===== src/rtl/pitc_pkg.sv =====
// ============================================================================
// pitc_pkg
// Shared types and constants of the PI temperature controller.
// ============================================================================
`default_nettype none

package pitc_pkg;

    localparam int GAIN_FRAC         = 24;
    localparam int COUNTS_PER_DEGREE = 4;

    localparam int GAIN_W     = 24;
    localparam int SP_W       = 7;
    localparam int DATA_W     = 16;
    localparam int ERR_W      = 18;
    localparam int INTEG_W    = 32;
    localparam int PERIOD_W   = 16;
    localparam int DUTY_W     = 10;
    localparam int REM_W      = 5;
    localparam int STATUS_W   = 2;
    localparam int CFG_IDX_W  = 3;
    localparam int CFG_DATA_W = 24;

    localparam int GP_W    = GAIN_W + ERR_W;
    localparam int TERM_W  = GP_W - 8;
    localparam int CAND_W  = ((TERM_W > INTEG_W) ? TERM_W : INTEG_W) + 1;
    localparam int UNS_W   = ((TERM_W > INTEG_W) ? TERM_W : INTEG_W) + 2;
    localparam int SAT_W   = GAIN_FRAC + 1;
    localparam int MUL_A_W = (SAT_W > 27) ? SAT_W : 27;
    localparam int MUL_B_W = 27;
    localparam int PROD_W  = MUL_A_W + 1 + MUL_B_W;

    localparam int CMP_PROD_W  = PERIOD_W + DUTY_W;
    localparam int CMP_Q_W     = PERIOD_W + 1;
    localparam int RECIP_SHIFT = CMP_PROD_W + 10;
    localparam int ACC_W       = DATA_W + 1;
    localparam int SPS_W       = ACC_W + 1;

    localparam logic signed [UNS_W-1:0] OUT_ONE = UNS_W'(64'd1 << GAIN_FRAC);
    localparam logic [DUTY_W-1:0]       DUTY_MAX   = DUTY_W'(1000);
    localparam logic [DUTY_W-1:0]       DUTY_SCALE = DUTY_W'(1000);
    localparam logic [MUL_A_W-1:0]      RECIP_M    =
        MUL_A_W'((64'd1 << RECIP_SHIFT) / 1000);

    localparam logic [GAIN_W-1:0]   RST_PROP_GAIN  = GAIN_W'(4916395);
    localparam logic [GAIN_W-1:0]   RST_INT_GAIN   = GAIN_W'(29360);
    localparam logic [SP_W-1:0]     RST_SP_MIN     = SP_W'(20);
    localparam logic [SP_W-1:0]     RST_SP_MAX     = SP_W'(40);
    localparam logic [PERIOD_W-1:0] RST_PWM_PERIOD = PERIOD_W'(30000);
    localparam logic [SP_W-1:0]     RST_SETPOINT   = SP_W'(20);
    localparam logic [DATA_W-1:0]   RST_ENC_PREV   = DATA_W'(32768);

    localparam logic [CFG_IDX_W-1:0] REG_PROP_GAIN  = 3'd0;
    localparam logic [CFG_IDX_W-1:0] REG_INT_GAIN   = 3'd1;
    localparam logic [CFG_IDX_W-1:0] REG_SP_MIN     = 3'd2;
    localparam logic [CFG_IDX_W-1:0] REG_SP_MAX     = 3'd3;
    localparam logic [CFG_IDX_W-1:0] REG_PWM_PERIOD = 3'd4;

    localparam logic [STATUS_W-1:0] STATUS_NONE     = 2'd0;
    localparam logic [STATUS_W-1:0] STATUS_ACCEPTED = 2'd1;
    localparam logic [STATUS_W-1:0] STATUS_REJECTED = 2'd2;

    typedef struct packed {
        logic [GAIN_W-1:0]   prop_gain;
        logic [GAIN_W-1:0]   int_gain;
        logic [SP_W-1:0]     sp_min;
        logic [SP_W-1:0]     sp_max;
        logic [PERIOD_W-1:0] pwm_period;
    } cfg_t;

    typedef enum logic [2:0] {
        MUL_PROP,
        MUL_INT,
        MUL_DUTY,
        MUL_CMP,
        MUL_RECIP
    } mul_sel_t;

    typedef struct packed {
        logic     capture;
        logic     apply_cmd;
        logic     mul_en;
        mul_sel_t mul_sel;
        logic     cap_up;
        logic     do_sat;
        logic     cap_duty;
        logic     cap_x;
        logic     load_out;
    } dp_cmd_t;

endpackage

`default_nettype wire


===== src/rtl/pitc_cfg_regs.sv =====
// ============================================================================
// pitc_cfg_regs
// Configuration register file: gains, setpoint limits and PWM period.
// ============================================================================
`default_nettype none

module pitc_cfg_regs
    import pitc_pkg::*;
(
    input  logic                  clk,
    input  logic                  rst_n,
    input  logic                  cfg_valid,
    output logic                  cfg_ready,
    input  logic [CFG_IDX_W-1:0]  cfg_index,
    input  logic [CFG_DATA_W-1:0] cfg_data,
    output cfg_t                  cfg
);

    cfg_t cfg_reg;

    assign cfg_ready = 1'b1;
    assign cfg       = cfg_reg;

    always_ff @(posedge clk or negedge rst_n)
    begin
        if (!rst_n)
        begin
            cfg_reg.prop_gain  <= RST_PROP_GAIN;
            cfg_reg.int_gain   <= RST_INT_GAIN;
            cfg_reg.sp_min     <= RST_SP_MIN;
            cfg_reg.sp_max     <= RST_SP_MAX;
            cfg_reg.pwm_period <= RST_PWM_PERIOD;
        end
        else if (cfg_valid)
        begin
            case (cfg_index)
                REG_PROP_GAIN:  cfg_reg.prop_gain  <= cfg_data[GAIN_W-1:0];
                REG_INT_GAIN:   cfg_reg.int_gain   <= cfg_data[GAIN_W-1:0];
                REG_SP_MIN:     cfg_reg.sp_min     <= cfg_data[SP_W-1:0];
                REG_SP_MAX:     cfg_reg.sp_max     <= cfg_data[SP_W-1:0];
                REG_PWM_PERIOD: cfg_reg.pwm_period <= cfg_data[PERIOD_W-1:0];
                default:        ;
            endcase
        end
    end

endmodule

`default_nettype wire


===== src/rtl/pitc_ctrl.sv =====
// ============================================================================
// pitc_ctrl
// Sequencer: steps one item through the shared multiplier and drives the
// output handshake.
// ============================================================================
`default_nettype none

module pitc_ctrl
    import pitc_pkg::*;
(
    input  logic    clk,
    input  logic    rst_n,
    input  logic    in_valid,
    output logic    in_ready,
    output logic    out_valid,
    input  logic    out_ready,
    output dp_cmd_t cmd
);

    typedef enum logic [9:0] {
        ST_IDLE = 10'b00_0000_0001,
        ST_ERR  = 10'b00_0000_0010,
        ST_MP   = 10'b00_0000_0100,
        ST_MI   = 10'b00_0000_1000,
        ST_SAT  = 10'b00_0001_0000,
        ST_MD   = 10'b00_0010_0000,
        ST_DT   = 10'b00_0100_0000,
        ST_MC   = 10'b00_1000_0000,
        ST_MR   = 10'b01_0000_0000,
        ST_FIN  = 10'b10_0000_0000
    } state_t;

    state_t state_reg;
    state_t state_next;
    logic   out_valid_reg;
    logic   out_valid_next;

    assign in_ready  = (state_reg == ST_IDLE);
    assign out_valid = out_valid_reg;

    always_comb
    begin
        state_next = state_reg;
        cmd        = '0;
        cmd.mul_sel = MUL_PROP;
        case (state_reg)
            ST_IDLE:
            begin
                if (in_valid)
                begin
                    cmd.capture = 1'b1;
                    state_next  = ST_ERR;
                end
            end
            ST_ERR:
            begin
                cmd.apply_cmd = 1'b1;
                state_next    = ST_MP;
            end
            ST_MP:
            begin
                cmd.mul_en  = 1'b1;
                cmd.mul_sel = MUL_PROP;
                state_next  = ST_MI;
            end
            ST_MI:
            begin
                cmd.cap_up  = 1'b1;
                cmd.mul_en  = 1'b1;
                cmd.mul_sel = MUL_INT;
                state_next  = ST_SAT;
            end
            ST_SAT:
            begin
                cmd.do_sat = 1'b1;
                state_next = ST_MD;
            end
            ST_MD:
            begin
                cmd.mul_en  = 1'b1;
                cmd.mul_sel = MUL_DUTY;
                state_next  = ST_DT;
            end
            ST_DT:
            begin
                cmd.cap_duty = 1'b1;
                state_next   = ST_MC;
            end
            ST_MC:
            begin
                cmd.mul_en  = 1'b1;
                cmd.mul_sel = MUL_CMP;
                state_next  = ST_MR;
            end
            ST_MR:
            begin
                cmd.cap_x   = 1'b1;
                cmd.mul_en  = 1'b1;
                cmd.mul_sel = MUL_RECIP;
                state_next  = ST_FIN;
            end
            ST_FIN:
            begin
                if (!out_valid_reg || out_ready)
                begin
                    cmd.load_out = 1'b1;
                    state_next   = ST_IDLE;
                end
            end
            default:
            begin
                state_next = ST_IDLE;
            end
        endcase
    end

    always_comb
    begin
        if (cmd.load_out)
        begin
            out_valid_next = 1'b1;
        end
        else if (out_ready)
        begin
            out_valid_next = 1'b0;
        end
        else
        begin
            out_valid_next = out_valid_reg;
        end
    end

    always_ff @(posedge clk or negedge rst_n)
    begin
        if (!rst_n)
        begin
            state_reg     <= ST_IDLE;
            out_valid_reg <= 1'b0;
        end
        else
        begin
            state_reg     <= state_next;
            out_valid_reg <= out_valid_next;
        end
    end

endmodule

`default_nettype wire


===== src/rtl/pitc_datapath.sv =====
// ============================================================================
// pitc_datapath
// PI law, anti-windup, duty and compare scaling and encoder knob, built
// around one shared registered multiplier.
// ============================================================================
`default_nettype none

module pitc_datapath
    import pitc_pkg::*;
(
    input  logic                       clk,
    input  logic                       rst_n,
    input  cfg_t                       cfg,
    input  dp_cmd_t                    cmd,
    input  logic signed [DATA_W-1:0]   temperature,
    input  logic [DATA_W-1:0]          encoder_count,
    input  logic                       command,
    input  logic signed [DATA_W-1:0]   setpoint_request,
    output logic [DUTY_W-1:0]          duty_permille,
    output logic [PERIOD_W-1:0]        compare_value,
    output logic signed [DATA_W-1:0]   control_error,
    output logic                       saturated,
    output logic [SP_W-1:0]            setpoint_now,
    output logic [STATUS_W-1:0]        command_status
);

    // captured item
    logic signed [DATA_W-1:0] temp_reg;
    logic [DATA_W-1:0]        enc_reg;
    logic                     cmd_bit_reg;
    logic signed [DATA_W-1:0] req_reg;

    // controller state
    logic signed [INTEG_W-1:0] integ_reg;
    logic [SP_W-1:0]           setpoint_reg;
    logic [DATA_W-1:0]         enc_prev_reg;
    logic signed [REM_W-1:0]   rem_reg;

    // working registers
    logic signed [ERR_W-1:0]   err_reg;
    logic [STATUS_W-1:0]       status_reg;
    logic signed [TERM_W-1:0]  up_reg;
    logic [SAT_W-1:0]          sat_reg;
    logic                      is_sat_reg;
    logic [DUTY_W-1:0]         duty_reg;
    logic [CMP_PROD_W-1:0]     x_reg;
    logic signed [PROD_W-1:0]  prod_reg;

    // command
    logic signed [DATA_W-1:0] sp_min_s;
    logic signed [DATA_W-1:0] sp_max_s;
    logic                     req_ok;
    logic [SP_W-1:0]          sp_cmd;
    logic signed [ERR_W-1:0]  sp_q;
    logic signed [ERR_W-1:0]  temp_x;
    logic signed [ERR_W-1:0]  err_calc;

    // multiplier
    logic [MUL_A_W-1:0]        mul_a;
    logic signed [MUL_B_W-1:0] mul_b;
    logic signed [PROD_W-1:0]  product;

    // PI step
    logic signed [TERM_W-1:0]  term;
    logic signed [CAND_W-1:0]  cand;
    logic [CAND_W-INTEG_W:0]   cand_top;
    logic signed [INTEG_W-1:0] cand_c;
    logic signed [UNS_W-1:0]   uns;
    logic                      below;
    logic                      above;
    logic [SAT_W-1:0]          sat_calc;
    logic                      err_pos;
    logic                      err_neg;
    logic                      hold;

    // duty and compare
    logic [DUTY_W:0]           duty_raw;
    logic [CMP_Q_W-1:0]        est;
    logic [CMP_PROD_W:0]       est_scaled;
    logic [CMP_PROD_W:0]       rem_cmp;
    logic [CMP_Q_W-1:0]        cmp_q;

    // error output
    logic [ERR_W-DATA_W:0]     err_top;
    logic signed [DATA_W-1:0]  err_out;

    // encoder knob
    logic [DATA_W-1:0]         d16;
    logic signed [ACC_W-1:0]   acc;
    logic signed [ACC_W-1:0]   quo;
    logic signed [ACC_W-1:0]   rem_calc;
    logic signed [SPS_W-1:0]   sp_sum;
    logic signed [SPS_W-1:0]   sp_min_w;
    logic signed [SPS_W-1:0]   sp_max_w;
    logic [SP_W-1:0]           sp_new;

    always_comb
    begin
        sp_min_s = {{(DATA_W-SP_W){1'b0}}, cfg.sp_min};
        sp_max_s = {{(DATA_W-SP_W){1'b0}}, cfg.sp_max};
        req_ok   = (req_reg >= sp_min_s) && (req_reg <= sp_max_s);
        sp_cmd   = (cmd_bit_reg && req_ok) ? req_reg[SP_W-1:0] : setpoint_reg;
        sp_q     = {{(ERR_W-SP_W-8){1'b0}}, sp_cmd, 8'd0};
        temp_x   = {{(ERR_W-DATA_W){temp_reg[DATA_W-1]}}, temp_reg};
        err_calc = sp_q - temp_x;
    end

    always_comb
    begin
        mul_a = '0;
        mul_b = '0;
        case (cmd.mul_sel)
            MUL_PROP:
            begin
                mul_a = MUL_A_W'(cfg.prop_gain);
                mul_b = {{(MUL_B_W-ERR_W){err_reg[ERR_W-1]}}, err_reg};
            end
            MUL_INT:
            begin
                mul_a = MUL_A_W'(cfg.int_gain);
                mul_b = {{(MUL_B_W-ERR_W){err_reg[ERR_W-1]}}, err_reg};
            end
            MUL_DUTY:
            begin
                mul_a = MUL_A_W'(sat_reg);
                mul_b = MUL_B_W'(DUTY_SCALE);
            end
            MUL_CMP:
            begin
                mul_a = MUL_A_W'(cfg.pwm_period);
                mul_b = MUL_B_W'(duty_reg);
            end
            MUL_RECIP:
            begin
                mul_a = RECIP_M;
                mul_b = MUL_B_W'(prod_reg[CMP_PROD_W-1:0]);
            end
            default:
            begin
                mul_a = '0;
                mul_b = '0;
            end
        endcase
        product = $signed({1'b0, mul_a}) * mul_b;
    end

    always_comb
    begin
        term     = prod_reg[GP_W-1:8];
        cand     = {{(CAND_W-INTEG_W){integ_reg[INTEG_W-1]}}, integ_reg}
                 + {{(CAND_W-TERM_W){term[TERM_W-1]}}, term};
        cand_top = cand[CAND_W-1:INTEG_W-1];
        if ((&cand_top) || !(|cand_top))
        begin
            cand_c = cand[INTEG_W-1:0];
        end
        else if (cand[CAND_W-1])
        begin
            cand_c = {1'b1, {(INTEG_W-1){1'b0}}};
        end
        else
        begin
            cand_c = {1'b0, {(INTEG_W-1){1'b1}}};
        end
        uns      = {{(UNS_W-TERM_W){up_reg[TERM_W-1]}}, up_reg}
                 + {{(UNS_W-INTEG_W){cand_c[INTEG_W-1]}}, cand_c};
        below    = uns[UNS_W-1];
        above    = !below && (uns > OUT_ONE);
        if (below)
        begin
            sat_calc = '0;
        end
        else if (above)
        begin
            sat_calc = OUT_ONE[SAT_W-1:0];
        end
        else
        begin
            sat_calc = uns[SAT_W-1:0];
        end
        err_neg  = err_reg[ERR_W-1];
        err_pos  = !err_reg[ERR_W-1] && (|err_reg);
        hold     = (above && err_pos) || (below && err_neg);
    end

    always_comb
    begin
        duty_raw   = prod_reg[GAIN_FRAC+DUTY_W:GAIN_FRAC];
        est        = prod_reg[RECIP_SHIFT+CMP_Q_W-1:RECIP_SHIFT];
        est_scaled = (CMP_PROD_W+1)'(est) * (CMP_PROD_W+1)'(DUTY_SCALE);
        rem_cmp    = {1'b0, x_reg} - est_scaled;
        if (rem_cmp >= (CMP_PROD_W+1)'(DUTY_SCALE))
        begin
            cmp_q = est + CMP_Q_W'(1);
        end
        else
        begin
            cmp_q = est;
        end
    end

    always_comb
    begin
        err_top = err_reg[ERR_W-1:DATA_W-1];
        if ((&err_top) || !(|err_top))
        begin
            err_out = err_reg[DATA_W-1:0];
        end
        else if (err_reg[ERR_W-1])
        begin
            err_out = {1'b1, {(DATA_W-1){1'b0}}};
        end
        else
        begin
            err_out = {1'b0, {(DATA_W-1){1'b1}}};
        end
    end

    always_comb
    begin
        d16      = enc_reg - enc_prev_reg;
        acc      = {{(ACC_W-REM_W){rem_reg[REM_W-1]}}, rem_reg}
                 + {d16[DATA_W-1], d16};
        quo      = acc / ACC_W'(COUNTS_PER_DEGREE);
        rem_calc = acc % ACC_W'(COUNTS_PER_DEGREE);
        sp_sum   = {{(SPS_W-SP_W){1'b0}}, setpoint_reg}
                 + {quo[ACC_W-1], quo};
        sp_min_w = {{(SPS_W-SP_W){1'b0}}, cfg.sp_min};
        sp_max_w = {{(SPS_W-SP_W){1'b0}}, cfg.sp_max};
        if (sp_sum < sp_min_w)
        begin
            sp_new = cfg.sp_min;
        end
        else if (sp_sum > sp_max_w)
        begin
            sp_new = cfg.sp_max;
        end
        else
        begin
            sp_new = sp_sum[SP_W-1:0];
        end
    end

    always_ff @(posedge clk or negedge rst_n)
    begin
        if (!rst_n)
        begin
            integ_reg    <= '0;
            setpoint_reg <= RST_SETPOINT;
            enc_prev_reg <= RST_ENC_PREV;
            rem_reg      <= '0;
        end
        else
        begin
            if (cmd.apply_cmd)
            begin
                setpoint_reg <= sp_cmd;
                if (cmd_bit_reg && req_ok)
                begin
                    integ_reg <= '0;
                end
            end
            if (cmd.do_sat && !hold)
            begin
                integ_reg <= cand_c;
            end
            if (cmd.load_out)
            begin
                setpoint_reg <= sp_new;
                enc_prev_reg <= enc_reg;
                rem_reg      <= rem_calc[REM_W-1:0];
            end
        end
    end

    always_ff @(posedge clk)
    begin
        if (cmd.capture)
        begin
            temp_reg    <= temperature;
            enc_reg     <= encoder_count;
            cmd_bit_reg <= command;
            req_reg     <= setpoint_request;
        end
        if (cmd.apply_cmd)
        begin
            err_reg <= err_calc;
            if (!cmd_bit_reg)
            begin
                status_reg <= STATUS_NONE;
            end
            else if (req_ok)
            begin
                status_reg <= STATUS_ACCEPTED;
            end
            else
            begin
                status_reg <= STATUS_REJECTED;
            end
        end
        if (cmd.mul_en)
        begin
            prod_reg <= product;
        end
        if (cmd.cap_up)
        begin
            up_reg <= term;
        end
        if (cmd.do_sat)
        begin
            sat_reg    <= sat_calc;
            is_sat_reg <= below || above;
        end
        if (cmd.cap_duty)
        begin
            duty_reg <= (duty_raw > (DUTY_W+1)'(DUTY_MAX)) ? DUTY_MAX
                                                            : duty_raw[DUTY_W-1:0];
        end
        if (cmd.cap_x)
        begin
            x_reg <= prod_reg[CMP_PROD_W-1:0];
        end
        if (cmd.load_out)
        begin
            duty_permille  <= duty_reg;
            compare_value  <= cmp_q[PERIOD_W-1:0];
            control_error  <= err_out;
            saturated      <= is_sat_reg;
            setpoint_now   <= sp_new;
            command_status <= status_reg;
        end
    end

endmodule

`default_nettype wire


===== src/rtl/pi_temperature_controller_unit.sv =====
// ============================================================================
// pi_temperature_controller_unit
// PI temperature controller with conditional-integration anti-windup and an
// encoder setpoint knob.
// ============================================================================
// Usage:
//   Input channel (in_valid/in_ready) takes one sample tick: temperature,
//   raw encoder count, setpoint command and requested setpoint. Output
//   channel (out_valid/out_ready) returns one item per tick: duty, PWM
//   compare value, control error, saturation flag, setpoint and command
//   status. Configuration writes go over cfg_valid/cfg_ready with a register
//   index and data; cfg_ready is always high, writes belong in idle time.
//   All products go through one shared 28x27 multiplier, one per step;
//   in_ready is high again from the edge that loads the result, so a
//   new item is taken only after the last one has been loaded out.
//   A finished result waits in the output register; if it is still untaken
//   when the next result is ready, the sequencer holds in its last step
//   until out_ready frees the register.
//   Reset restores the listed register values, clears the integrator, sets
//   the setpoint to 20 and the previous encoder count to 32768.
// ============================================================================
`default_nettype none

module pi_temperature_controller_unit
    import pitc_pkg::*;
(
    input  logic                      clk,
    input  logic                      rst_n,
    input  logic                      in_valid,
    output logic                      in_ready,
    input  logic signed [DATA_W-1:0]  temperature,
    input  logic [DATA_W-1:0]         encoder_count,
    input  logic                      command,
    input  logic signed [DATA_W-1:0]  setpoint_request,
    output logic                      out_valid,
    input  logic                      out_ready,
    output logic [DUTY_W-1:0]         duty_permille,
    output logic [PERIOD_W-1:0]       compare_value,
    output logic signed [DATA_W-1:0]  control_error,
    output logic                      saturated,
    output logic [SP_W-1:0]           setpoint_now,
    output logic [STATUS_W-1:0]       command_status,
    input  logic                      cfg_valid,
    output logic                      cfg_ready,
    input  logic [CFG_IDX_W-1:0]      cfg_index,
    input  logic [CFG_DATA_W-1:0]     cfg_data
);

    cfg_t    cfg;
    dp_cmd_t cmd;

    pitc_cfg_regs u_cfg_regs (
        .clk       (clk),
        .rst_n     (rst_n),
        .cfg_valid (cfg_valid),
        .cfg_ready (cfg_ready),
        .cfg_index (cfg_index),
        .cfg_data  (cfg_data),
        .cfg       (cfg)
    );

    pitc_ctrl u_ctrl (
        .clk       (clk),
        .rst_n     (rst_n),
        .in_valid  (in_valid),
        .in_ready  (in_ready),
        .out_valid (out_valid),
        .out_ready (out_ready),
        .cmd       (cmd)
    );

    pitc_datapath u_datapath (
        .clk              (clk),
        .rst_n            (rst_n),
        .cfg              (cfg),
        .cmd              (cmd),
        .temperature      (temperature),
        .encoder_count    (encoder_count),
        .command          (command),
        .setpoint_request (setpoint_request),
        .duty_permille    (duty_permille),
        .compare_value    (compare_value),
        .control_error    (control_error),
        .saturated        (saturated),
        .setpoint_now     (setpoint_now),
        .command_status   (command_status)
    );

endmodule

`default_nettype wire


===== config.mk =====
export PLATFORM = sky130hd
export DESIGN_NAME = pi_temperature_controller_unit
export DESIGN_NICKNAME = d
export VERILOG_FILES = /design/src/rtl/pitc_pkg.sv /design/src/rtl/pitc_cfg_regs.sv /design/src/rtl/pitc_ctrl.sv /design/src/rtl/pitc_datapath.sv /design/src/rtl/pi_temperature_controller_unit.sv
export SDC_FILE = /design/constraint.sdc
export NUM_CORES = 2
export LEC_CHECK = 0
export ABC_AREA = 1
export BUFFER_PORTS_ARGS = -buffer_cell sky130_fd_sc_hd__buf_2
export CORE_UTILIZATION = 42
export CTS_BUF_LIST = sky130_fd_sc_hd__clkbuf_8
export DETAILED_ROUTE_END_ITERATION = 8
export GPL_TIMING_DRIVEN = 0
export REMOVE_ABC_BUFFERS = 1
export SETUP_SLACK_MARGIN = 0.1
export SYNTH_ARGS = -nofsm -noshare
export SYNTH_HDL_FRONTEND = slang
export SYNTH_SLANG_ARGS = --single-unit

===== constraint.sdc =====
create_clock -name clk -period 27.7 [get_ports clk]
set_clock_uncertainty 0.15 [all_clocks]
set_input_delay 2.77 -clock clk [delete_from_list [all_inputs] [get_ports clk]]
set_output_delay 2.77 -clock clk [all_outputs]
set_load 0.05 [all_outputs]

==> impl_results.md <==
* Top Family by Delay on Critical Path: adder cells
* Placed insts at 7538
* Mean area per synthesized cell at between 8 and 9 sq um
* Met3 WL at between 10000 and 15000 um
* Post-CTS Setup Inserts at 0
* Worst reg2reg path depth at 42
* Slew margin rel. at 5.851%
* Placement row count at 126
* CP Launch Type: flip-flop
* Post-synth cell types at 73
* Max frequency at about 80 MHz
* Crit path required time at 27.98 ns
* Cell Area, Synth at 50330 sq um
* Min Clock Period, post-route at between 10 and 15 ns
* CTS resizes at 0
* Drc violations at 0
* Cells after Synth at roughly 5900
* DP Area at roughly 53000 sq um
* Critical Path Source: u_ctrl.state_reg[6]$_DFFE_PN0P_
* Largest register FFs at between 70 and 80
* Pin count of the biggest net entering global routing at between 80 and 90
* Htree depth at 3
* Commonest cells after routing, fill and taps aside: inv_1 (1420), nand2_1 (1294), fa_1 (662)
* Max Cap Violations at 0
* Crit-path max cell delay at roughly 0.77 ns
* WL met1 at ~65000 um
* CTS Buf Count at 73
* Number of global-route vias before repair at between 40000 and 50000
* Synth warnings at 0
* Vias at just under 40000
* Fin crit share at 44.33%
* Initial DRC Count at between 2000 and 3000
* Met2 wire length at ~66000 um
* Die height at around 350 um
* Io pins at between 100 and 150
* CP Depth at between 40 and 50
* Number of synthesized flops with an enable pin at ~270
* Seq cells post-synth at 413
* Register area share after synthesis at a little under a quarter
* Post-Route WL at ~150000 um
* Setup TNS at 0 ns
* Drt pass-1 iters at 7
* Arrival time at the worst endpoint at ~13 ns
* Drt wl/cell at around 19 um
* Area delta synth->final at 9.144%
* Final antenna-violating net count at 0
* Critical Path Sink Type: flip-flop
* Slowest-stage cell, CP: nor3_4
* R2r setup slk at between 15 and 20 ns
* Final hold vios at 0
* Clock buffer depth at 3
* Worst Hold Class: flip-flop to flip-flop
* Worst r2r src: u_ctrl.state_reg[6]$_DFFE_PN0P_
* Initial antenna violation count at 20
* Max layer used: met5
* Final setup viols at 0
* First-pass GRT wire length at approximately 230000 um
* Dpl hpwl at around 120000 um
* Fillers at around 12000
* Clk_lat worst skew at approximately 0.70 ns
* Die area at 121200 sq um
* RSZ-0062 raised after global routing: false
* Worst-Margin Slew at 1.412 ns
* Non-filler instance count after layout at ~7700
* Hold_buf cts at 0
* Post-DR vias/cell at around 5.1
* Nets at approximately 7200
* Cell taking the most area after synthesis: fa_1
* Core ar. at about 120000 sq um
* GP Congestion at between 0.9 and 1
* Ys async rst share at 35.59%
* Cell area after layout at between 50000 and 60000 sq um
* Die X at ~350 um
* Total grt overflow at 0
* Most common cell after layout, fill and taps aside: inv_1
* Clock slew at reported path FFs at approximately 0.06 ns
* End of the critical path: u_datapath.prod_reg[52]$_DFFE_PN_
* Most used DFF post-synth: edfxtp_1
* Root Buffer Master: clkbuf_8
* Clock sink count at between 400 and 500
* Outcome: completed
* I/O Buffers at ~130
* Crit Path Max Fanout at 33
* All-layer global routing usage at 24.79%
* Top cell type's share of synthesized area at 26.33%
* Fin. max-slew vios at 0
* Area contributors post-synth: fa_1 (26%), edfxtp_1 (16%), ha_1 (11%)
* CP Buf/Inv Count at 15
* CTS tree: built
* Worst r2r dst: u_datapath.prod_reg[52]$_DFFE_PN_
* Initial Utilization at a little over two fifths
* Fraction of final layout cells sized beyond drive strength 1 at 7.472%
* Worst setup path class: flip-flop to flip-flop
[through the flow]
step / hold WS (ns) / setup slack, ns / util [%]
after CTS: 0.2715 / 15.51 / 46.33
final: 0.2696 / 15.42 / 46.40
after detailed placement: 0.2561 / 15.60 / 44.92
after floorplan: 0.2503 / 16.94 / -
after global placement: 0.2565 / 12.41 / 44.24
after global routing: 0.2812 / 14.88 / 46.38
[layout make-up]
cell class	count	area [sq um]	area share (%)
clock inverter	54	530.5	0.9658
antenna	10	25.02	0.04556
clock buffer	82	1129	2.055
timing repair buffer	167	1366	2.487
inverter	1441	5411	9.851
tap	1600	2002	3.644
multi-input combinational	3919	32760	59.64
sequential	413	11710	21.31
[worst min path at each step]
stage                                                 startpoint                                endpoint  slack [ns]  cells past startpoint
final                            u_datapath.is_sat_reg$_DFFE_PP_          u_datapath.saturated$_DFFE_PP_        0.27                      0
after global routing             u_datapath.is_sat_reg$_DFFE_PP_          u_datapath.saturated$_DFFE_PP_        0.28                      0
after CTS                        u_datapath.is_sat_reg$_DFFE_PP_          u_datapath.saturated$_DFFE_PP_        0.27                      0
after detailed placement  u_datapath.status_reg[1]$_SDFFCE_PN0P_  u_datapath.command_status[1]$_DFFE_PP_        0.26                      0
after global placement    u_datapath.status_reg[1]$_SDFFCE_PN0P_  u_datapath.command_status[1]$_DFFE_PP_        0.26                      0
after floorplan           u_datapath.status_reg[0]$_SDFFCE_PN0P_  u_datapath.command_status[0]$_DFFE_PP_        0.25                      0
[cell families (layout without fill, tap and decap cells)]
kind of cell	count (synthesis)	after routing	synth area share, %
buf+inv	1592	1744	12.13
simple gates	1912	1912	15.86
fa+ha+maj	1109	1109	37.45
flops	413	413	23.26
other cells	2	31	0.01492
compound gates	678	678	7.831
xor+xnor	199	199	3.463
[per-layer routing]
| metal | GRT usage (%) | up-vias |
|---|---|---|
| li1 | - | 18410 |
| met1 | 34.71 | 19560 |
| met2 | 38.82 | 1318 |
| met3 | 4.279 | 238 |
| met4 | 8.253 | 4 |
| met5 | 0 | - |
[cell usage after synthesis, types with 32 or more instances]
| library cell | number |
|---|---|
| fa_1 | 662 |
| a21oi_1 | 266 |
| xnor2_1 | 83 |
| nand3_1 | 159 |
| inv_2 | 34 |
| xor2_1 | 116 |
| buf_2 | 62 |
| clkbuf_1 | 77 |
| dfrtp_1 | 115 |
| nor3_1 | 41 |
| ha_1 | 447 |
| nand2_1 | 1299 |
| dfstp_2 | 32 |
| o21ai_0 | 223 |
| inv_1 | 1403 |
| nand4_1 | 53 |
| nor2_1 | 256 |
| edfxtp_1 | 266 |
Power is left out: the tool's default activity adds up to more than one toggle a clock period on the data nets, which glitch-free logic cannot reach.
